--- config.mk ---
export PLATFORM = sky130hd
export DESIGN_NAME = wmmq_ctrl
export DESIGN_NICKNAME = d
export VERILOG_FILES = /design/src/rtl/wmmq_pkg.sv /design/src/rtl/wmmq_ctrl.sv
export SDC_FILE = /design/constraint.sdc
export NUM_CORES = 1
export LEC_CHECK = 0
export BUFFER_PORTS_ARGS = -buffer_cell sky130_fd_sc_hd__buf_2
export CELL_PAD_IN_SITES_DETAIL_PLACEMENT = 2
export CELL_PAD_IN_SITES_GLOBAL_PLACEMENT = 2
export CORE_MARGIN = 5
export CORE_UTILIZATION = 21
export CTS_CLUSTER_DIAMETER = 30
export DETAILED_ROUTE_END_ITERATION = 10
export GPL_TIMING_DRIVEN = 0
export PLACE_DENSITY_LB_ADDON = 0.1
export SLEW_MARGIN = 20
export SYNTH_ARGS = -nofsm -noshare
export SYNTH_HDL_FRONTEND = slang
export SYNTH_SLANG_ARGS = --single-unit
--- constraint.sdc ---
create_clock -name clk -period 2.05 [get_ports clk]
set_input_delay 0.3075 -clock clk [delete_from_list [all_inputs] [get_ports clk]]
set_output_delay 0.3075 -clock clk [all_outputs]
set_load 0.05 [all_outputs]
--- src/rtl/wmmq_pkg.sv ---
// Shared types, field widths and codes for the wildcard message match queue.
// Used by the controller, the datapath, the top level and the port checker.
package wmmq_pkg;

  localparam int QUEUE_DEPTH_DEF = 64;
  localparam int RANK_BITS_DEF   = 16;
  localparam int COMM_BITS_DEF   = 8;

  localparam int SRC_W    = 16;
  localparam int TAG_W    = 31;
  localparam int COMM_W   = 8;
  localparam int LEN_W    = 31;
  localparam int KIND_W   = 2;
  localparam int STATUS_W = 2;

  localparam int IN_TDATA_W  = 88;
  localparam int IN_TUSER_W  = 2;
  localparam int OUT_TDATA_W = 112;
  localparam int OUT_TUSER_W = 3;

  typedef logic [KIND_W-1:0]   kind_t;
  typedef logic [STATUS_W-1:0] status_t;

  localparam kind_t KIND_INSERT  = 2'd0;
  localparam kind_t KIND_PROBE   = 2'd1;
  localparam kind_t KIND_CONSUME = 2'd2;
  localparam kind_t KIND_RSVD    = 2'd3;

  localparam status_t ST_OK      = 2'd0;
  localparam status_t ST_NOMATCH = 2'd1;
  localparam status_t ST_FULL    = 2'd2;
  localparam status_t ST_BADKIND = 2'd3;

  typedef struct packed {
    logic    req_load;
    logic    insert;
    logic    rd_first;
    logic    rd_next;
    logic    rd_ahead;
    logic    rd_skip;
    logic    shift;
    logic    capture;
    logic    dec_count;
    logic    set_status;
    status_t status;
    logic    out_load;
  } cmd_t;

  typedef struct packed {
    kind_t kind;
    logic  count_zero;
    logic  full;
    logic  match;
    logic  more;
    logic  shift_more;
  } sts_t;

endpackage

--- src/rtl/wmmq_ctrl.sv ---
// Controller state machine for the wildcard message match queue.
// Drives the datapath through wmmq_pkg::cmd_t and reads wmmq_pkg::sts_t.
module wmmq_ctrl (
  input  logic          clk,
  input  logic          rst_n,
  input  logic          in_tvalid,
  output logic          in_tready,
  output logic          out_tvalid,
  input  logic          out_tready,
  input  wmmq_pkg::sts_t sts,
  output wmmq_pkg::cmd_t cmd
);

  localparam logic [2:0] S_IDLE    = 3'd0;
  localparam logic [2:0] S_DECODE  = 3'd1;
  localparam logic [2:0] S_SEARCH  = 3'd2;
  localparam logic [2:0] S_COMPACT = 3'd3;
  localparam logic [2:0] S_FINISH  = 3'd4;

  logic [2:0] state_r, state_nxt;
  logic       out_valid_r, out_valid_nxt;
  logic       out_free;

  assign in_tready  = (state_r == S_IDLE);
  assign out_tvalid = out_valid_r;
  assign out_free   = !out_valid_r || out_tready;

  always_comb begin
    state_nxt = state_r;
    cmd       = '0;
    unique case (state_r)
      S_IDLE: begin
        if (in_tvalid) begin
          cmd.req_load = 1'b1;
          state_nxt    = S_DECODE;
        end
      end
      S_DECODE: begin
        case (sts.kind)
          wmmq_pkg::KIND_INSERT: begin
            cmd.set_status = 1'b1;
            if (sts.full) begin
              cmd.status = wmmq_pkg::ST_FULL;
            end else begin
              cmd.insert = 1'b1;
              cmd.status = wmmq_pkg::ST_OK;
            end
            state_nxt = S_FINISH;
          end
          wmmq_pkg::KIND_RSVD: begin
            cmd.set_status = 1'b1;
            cmd.status     = wmmq_pkg::ST_BADKIND;
            state_nxt      = S_FINISH;
          end
          default: begin
            cmd.set_status = 1'b1;
            cmd.status     = wmmq_pkg::ST_NOMATCH;
            if (sts.count_zero) begin
              state_nxt = S_FINISH;
            end else begin
              cmd.rd_first = 1'b1;
              state_nxt    = S_SEARCH;
            end
          end
        endcase
      end
      S_SEARCH: begin
        if (sts.match) begin
          cmd.capture = 1'b1;
          if (sts.kind == wmmq_pkg::KIND_CONSUME) begin
            if (sts.more) begin
              cmd.rd_ahead = 1'b1;
              state_nxt    = S_COMPACT;
            end else begin
              cmd.dec_count = 1'b1;
              state_nxt     = S_FINISH;
            end
          end else begin
            state_nxt = S_FINISH;
          end
        end else if (sts.more) begin
          cmd.rd_next = 1'b1;
        end else begin
          state_nxt = S_FINISH;
        end
      end
      S_COMPACT: begin
        cmd.shift = 1'b1;
        if (sts.shift_more) begin
          cmd.rd_skip = 1'b1;
        end else begin
          cmd.dec_count = 1'b1;
          state_nxt     = S_FINISH;
        end
      end
      S_FINISH: begin
        if (out_free) begin
          cmd.out_load = 1'b1;
          state_nxt    = S_IDLE;
        end
      end
      default: begin
        state_nxt = S_IDLE;
      end
    endcase
  end

  always_comb begin
    out_valid_nxt = out_valid_r;
    if (cmd.out_load) begin
      out_valid_nxt = 1'b1;
    end else if (out_tready) begin
      out_valid_nxt = 1'b0;
    end
  end

  always_ff @(posedge clk) begin
    if (!rst_n) begin
      state_r     <= S_IDLE;
      out_valid_r <= 1'b0;
    end else begin
      state_r     <= state_nxt;
      out_valid_r <= out_valid_nxt;
    end
  end

endmodule

==> results of run 1 <==
[flip-flops by register name (all words and copies together), names as in the netlist]
register	flops
state_r	3
out_tvalid	1
[layer usage]
layer / GRT usage, % / share of wire, % / vias up
met5: 0 / 0 / -
met2: 16.3 / 47 / 18
met4: 2.49 / 0 / 0
met3: 4.90 / 8.0 / 0
met1: 12.7 / 45 / 221
li1: - / - / 242
[worst max-delay path: cells and delay by family (launching register included)]
kind / cells / cell delay [ps]
flops: 1 / 310
simple gates: 2 / 570
buf+inv: 3 / 440
[cells in the final DEF (no fill, tap or decap), types with 2 or more instances in the layout]
cell	instances
buf_6	2
a21oi_1	4
nor3_2	2
inv_2	2
buf_2	26
ha_1	4
dfxtp_1	4
clkbuf_4	3
inv_1	3
nor3b_2	3
nor2_1	11
nor2b_1	2
nand2_1	3
[worst paths after layout]
path | from | endpoint | slack, ps | cells past startpoint
setup / recovery | state_r[0] | cmd[11] | 170 | 5
hold / removal | rst_n | state_r[1] | 350 | 2
hold reg to reg | state_r[2] | out_tvalid | 650 | 3
setup reg to reg | state_r[0] | state_r[0] | 550 | 5
[metrics by stage]
step	hold slack, ps	instance area, um2
floorplan	435	439
global placement	593	598
detailed placement	583	598
CTS	336	621
global route	353	621
finish	345	621
[logic make-up after synthesis]
kind of cell | Yosys count | share of synthesized area, %
buffers and inverters | 9 | 12.8
DFF | 4 | 19.1
adders and majority gates | 4 | 11.9
and+or+nand+nor | 27 | 36.1
AOI/OAI and AO/OA | 11 | 20.0
[area by class of cell]
cell class | instances | share of cell area [%]
Buffer | 4 | 5.65
Clock buffer | 3 | 3.63
Inverter | 5 | 3.02
Multi-Input combinational cell | 42 | 49.2
Sequential cell | 4 | 12.9
Tap cell | 27 | 5.44
Timing Repair Buffer | 25 | 20.2
[Yosys cell counts]
cell      count
nor2_1       11
a21oi_1       4
dfxtp_1       4
ha_1          4
inv_1         3
nand2_1       3
buf_6         2
inv_2         2
nor2b_1       2
nor3_1        2
nor3b_1       2
a21o_2        1
a21oi_2       1
a22oi_1       1
a2bb2o_1      1
a32oi_1       1
and2_1        1
buf_2         1
buf_4         1
nand2b_1      1
nand4b_1      1
nor3b_2       1
o221a_2       1
o31a_1        1
or2b_1        1
or3_4         1
or3b_1        1
[power by group through the flow]
stage	logic, W	clock network [W]	registers (W)
floorplan	0.000147	0	0.0000920
global placement	0.000195	0	0.0000890
detailed placement	0.000196	0	0.0000892
CTS	0.000197	0.000102	0.0000879
global route	0.000210	0.000108	0.0000893
finish	0.000193	0.0000968	0.0000879
==> results.ini, run 1 <==
[global_routing]
grt_usage_pct = 10.4
grt_max_degree = 10
grt_pass1_vias = 533
grt_overflow = 0
grt_pass1_wl_um = 2210
antenna_found_initial = 0

[sta]
finalCritPeriodShare_pct = 91.5
fin_crit_ps = 1880
tightest_slew_ps = 280
setup_viol = 0
tns_ps = 0
final_hold_viol_count = 0
worst_slack_ps = 173
fin_skew_ps = 3.78
relSlewSlack_pct = 81.3
fmax_mhz = 533
slew_viol_final = 0
rsz0062_at_grt = false

[critical_path]
worstPathMaxFanout = 9
endpoint_kind = output pin
crit_type = flop to output pin
crit_required_ps = 1740
critPathLaunchType = flop
max_stage_delay_ps = 420
arrival_ps = 1570
cp_slowest_cell = or3_4
crit_chain = buf_6, inv_2, or3_4, nor3b_2, buf_2

[pwr]
powerDensity_nw_per_um2 = 609
power_w = 0.000378
p_leak_nw = 0.314
pwr-share-clk_pct = 25.6
p_seq_share_pct = 23.3
pwr-share-comb_pct = 51.1
peakVddDrop_mv = 0.225
p_sw_share_pct = 43.4
internal_power_w = 0.000214
p_switching_w = 0.000164

[cts]
numCtsBuffers = 3
clk_latency_ps = 230
cts_tree = yes
post_cts_buffers = 0
postCtsHoldBufs = 0
cts.htree.levels = 1
cts_root_buf = clkbuf_4
clockBufferDepth = 2
cts_sinks = 4
path_clk_slew_ps = 40
cts_resized = 0

[final_layout]
ff_latch_area_um2 = 80.1
drive_above_1_share_pct = 51.8
fin_util_pct = 32.3
diodes = 0
multiInputGateArea_um2 = 305
fillers = 264
area_growth_pct = 48.1
fin_cells = 110
fin_nets = 100

[route]
ant_nets = 0
vias = 481
drt_iter0_drc = 6
drt-wirelength-per-cell_um = 11.4
drcViolationCount = 0
routed_wl_um = 1260
post_drt_via_cell_ratio = 4.37
dr.pass1.iters = 4

[die]
ios = 26
die_x_um = 54.7
coreArea_um2 = 1920
die_area_um2 = 2990
fp-row-count = 16
die_h_um = 54.7
initial_utilization_pct = 21.8

[placement]
portBuffers = 25
hpwl_um = 1130
pre_cts_ws_ps = 303
place_congestion = 0.685
dp.cells = 107

[worst_hold_path]
hp-class = input pin to flop

[synth]
ys_seq_elements = 4
synth_area_um2 = 419
synthTopCellsByArea = dfxtp_1 (19%), ha_1 (12%), nor2_1 (9.9%), buf_6 (5.4%), a21oi_1 (4.8%)
ys_seq_area_share_pct = 19.1
synth_cell_type_count = 27
postSynthAreaPerCell_um2 = 7.62
yosysWarnings = 0
yosysTopAreaCellShare_pct = 19.1
synth_nets = 70
syn_inst = 55
synth_top_area_cell = dfxtp_1

[job]
max_cap_violations = 0

[status]
status = complete, no violations

Power figures use the tool's default switching activity.
==> run 2, diff against run 1 <==
--- a/config.mk
+++ b/config.mk
@@ -19,2 +19,3 @@
 export SYNTH_HDL_FRONTEND = slang
 export SYNTH_SLANG_ARGS = --single-unit
+export TNS_END_PERCENT = 5
==> constraint.sdc (replaced) <==
create_clock -name clk -period 2.05 [get_ports clk]
set_input_delay 0.3075 -clock clk [delete_from_list [all_inputs] [get_ports clk]]
set_output_delay 0.3075 -clock clk [all_outputs]
set_load 0.005 [all_outputs]
==> run 2 against run 1 <==
Final area decreased by 3.2%; die area unchanged; sequential power about the same; setup slack improved by 130 ps; clock power about the same; combinational power decreased by 37%; critical path depth unchanged; clock skew decreased by 0.70 ps; total power decreased by 19%; global-route usage decreased by 0.29 points; clock-buffer cell count unchanged; core utilization decreased by 1.0 points; critical path type unchanged; largest cell class unchanged.
==> results.ini, run 2 (synthesized netlist as in run 1, its figures left out) <==
[cts]
clk_latency_ps = 240  ; was 230 ps
cts_tree = yes  ; unchanged
cts.htree.levels = 1  ; unchanged
postCtsHoldBufs = 0  ; unchanged
post_cts_buffers = 0  ; unchanged
clockBufferDepth = 2  ; unchanged
path_clk_slew_ps = 40  ; about the same
cts_sinks = 4  ; unchanged
numCtsBuffers = 3  ; unchanged
cts_root_buf = clkbuf_4  ; unchanged
cts_resized = 0  ; unchanged

[final_layout]
diodes = 0  ; unchanged
largest_reg_flops = 3  ; unchanged
fin_nets = 100  ; unchanged
final_common_cell = buf_2  ; unchanged
area_growth_pct = 43.3  ; was 48.1%
regMostFlops = state_r  ; unchanged
drive_above_1_share_pct = 47.0  ; was 51.8%
final_cell_mix = buf_2 (26), nor2_1 (11), a21oi_1 (4), ha_1 (4), dfxtp_1 (4)  ; unchanged
fillers = 245  ; was 264

[sta]
relSlewSlack_pct = 79.5  ; was 81.3%
finalCritPeriodShare_pct = 85.3  ; was 91.5%
slew_viol_final = 0  ; unchanged
worst_slack_ps = 301  ; was 173 ps
fin_skew_ps = 3.08  ; was 3.78 ps
fin_crit_ps = 1750  ; was 1880 ps
tightest_slew_ps = 305  ; was 280 ps
setup_viol = 0  ; unchanged
rsz0062_at_grt = false  ; unchanged
tns_ps = 0  ; unchanged
fmax_mhz = 572  ; was 533 MHz
final_hold_viol_count = 0  ; unchanged

[route]
drt_iter0_drc = 0  ; was 6
routed_wl_um = 1250  ; was 1260 um
drt-wirelength-per-cell_um = 11.4  ; about the same
post_drt_via_cell_ratio = 4.42  ; was 4.37
drcViolationCount = 0  ; unchanged
ant_nets = 0  ; unchanged
dr.pass1.iters = 1  ; was 4
vias = 486  ; was 481

[pwr]
internal_power_w = 0.000211  ; was 0.000214 W
pwr-share-comb_pct = 39.6  ; was 51.1%
p_switching_w = 0.0000950  ; was 0.000164 W
powerDensity_nw_per_um2 = 509  ; was 609 nW/um2
p_leak_nw = 0.310  ; was 0.314 nW
pwr-share-clk_pct = 31.6  ; was 25.6%
p_seq_share_pct = 28.7  ; was 23.3%
peakVddDrop_mv = 0.217  ; was 0.225 mV
p_sw_share_pct = 31.1  ; was 43.4%

[critical_path]
worstSetupStartpoint = state_r[0]  ; unchanged
endpoint_kind = output pin  ; unchanged
crit_type = flop to output pin  ; unchanged
worstPathMaxFanout = 9  ; unchanged
arrival_ps = 1440  ; was 1570 ps
crit_required_ps = 1740  ; about the same
r2r_start = state_r[0]  ; unchanged
critPathLaunchType = flop  ; unchanged

[status]
status = complete, no violations  ; unchanged

[placement]
portBuffers = 25  ; unchanged
pre_cts_ws_ps = 346  ; was 303 ps
place_congestion = 0.681  ; was 0.685
hpwl_um = 1080  ; was 1130 um

[global_routing]
antenna_found_initial = 0  ; unchanged
grt_pass1_wl_um = 2220  ; was 2210 um
grt_pass1_vias = 547  ; was 533
grt_max_degree = 10  ; unchanged
grt_overflow = 0  ; unchanged
grt_usage_pct = 10.1  ; was 10.4%

[worst_hold_path]
min_from = rst_n  ; unchanged
hp-class = input pin to flop  ; unchanged

[die]
die_x_um = 54.7  ; unchanged
fp-row-count = 16  ; unchanged
initial_utilization_pct = 21.8  ; unchanged
die_area_um2 = 2990  ; unchanged
coreArea_um2 = 1920  ; unchanged
die_h_um = 54.7  ; unchanged
ios = 26  ; unchanged

[job]
max_cap_violations = 0  ; unchanged

[run 2: cell count changes in the layout (fill, tap and decap cells not counted)]
cell,delta
nor3_1,+2
nor3_2,-2
nor3b_1,+2
nor3b_2,-2
[run 2: critical path, cell delays in order (launching register included)]
cell and delay [ps]:
dfxtp_1 310, buf_6 130, inv_2 40, or3_4 410, nor3b_1 180, buf_2 140
[run 2: routing by layer]
layer	GRT usage [%]	part of all wire [%]	up-vias
met1	13.0	46	226
met4	1.24	0	0
met2	15.2	47	18
li1	-	-	242
met5	0	0	-
met3	5.45	7.2	0
[run 2: cell type report]
| type | count | area [um2] | area share [%] |
|---|---|---|---|
| well taps | 27 | 33.8 | 5.63 |
| multi-input cells | 42 | 285 | 47.5 |
| inverters | 5 | 18.8 | 3.13 |
| plain buffers | 4 | 35.0 | 5.83 |
| flip-flops and latches | 4 | 80.1 | 13.3 |
| clock buffers | 3 | 22.5 | 3.75 |
| repair buffers | 25 | 125 | 20.8 |
[run 2: through the flow]
step | hold WS, ps | instance area, um2 | utilization [%] | power (W) | instances
floorplan | 435 | 419 | - | 0.000168 | 55
global placement | 593 | 578 | 30.1 | 0.000213 | 107
detailed placement | 591 | 578 | 30.1 | 0.000213 | 107
CTS | 342 | 601 | 31.3 | 0.000316 | 110
global route | 353 | 601 | 31.3 | 0.000336 | 110
finish | 347 | 601 | 31.3 | 0.000306 | 110
[run 2: final timing paths]
path                                    to  slack [ps]  depth (start not counted)
worst min-delay path            state_r[1]         350                          2
worst max-delay path               cmd[11]         300                          5
worst max register to register  state_r[0]         580                          5
worst min register to register  out_tvalid         650                          3
[run 2: power by group through the flow]
| stage | logic (W) | clock network, W | registers [W] |
|---|---|---|---|
| 6_report | 0.000121 | 0.0000968 | 0.0000878 |
| 5_1_grt | 0.000139 | 0.000108 | 0.0000890 |
| 4_1_cts | 0.000125 | 0.000103 | 0.0000878 |
| 3_5_place_dp | 0.000124 | 0 | 0.0000891 |
| 3_3_place_gp | 0.000124 | 0 | 0.0000888 |
| 2_1_floorplan | 0.0000790 | 0 | 0.0000887 |
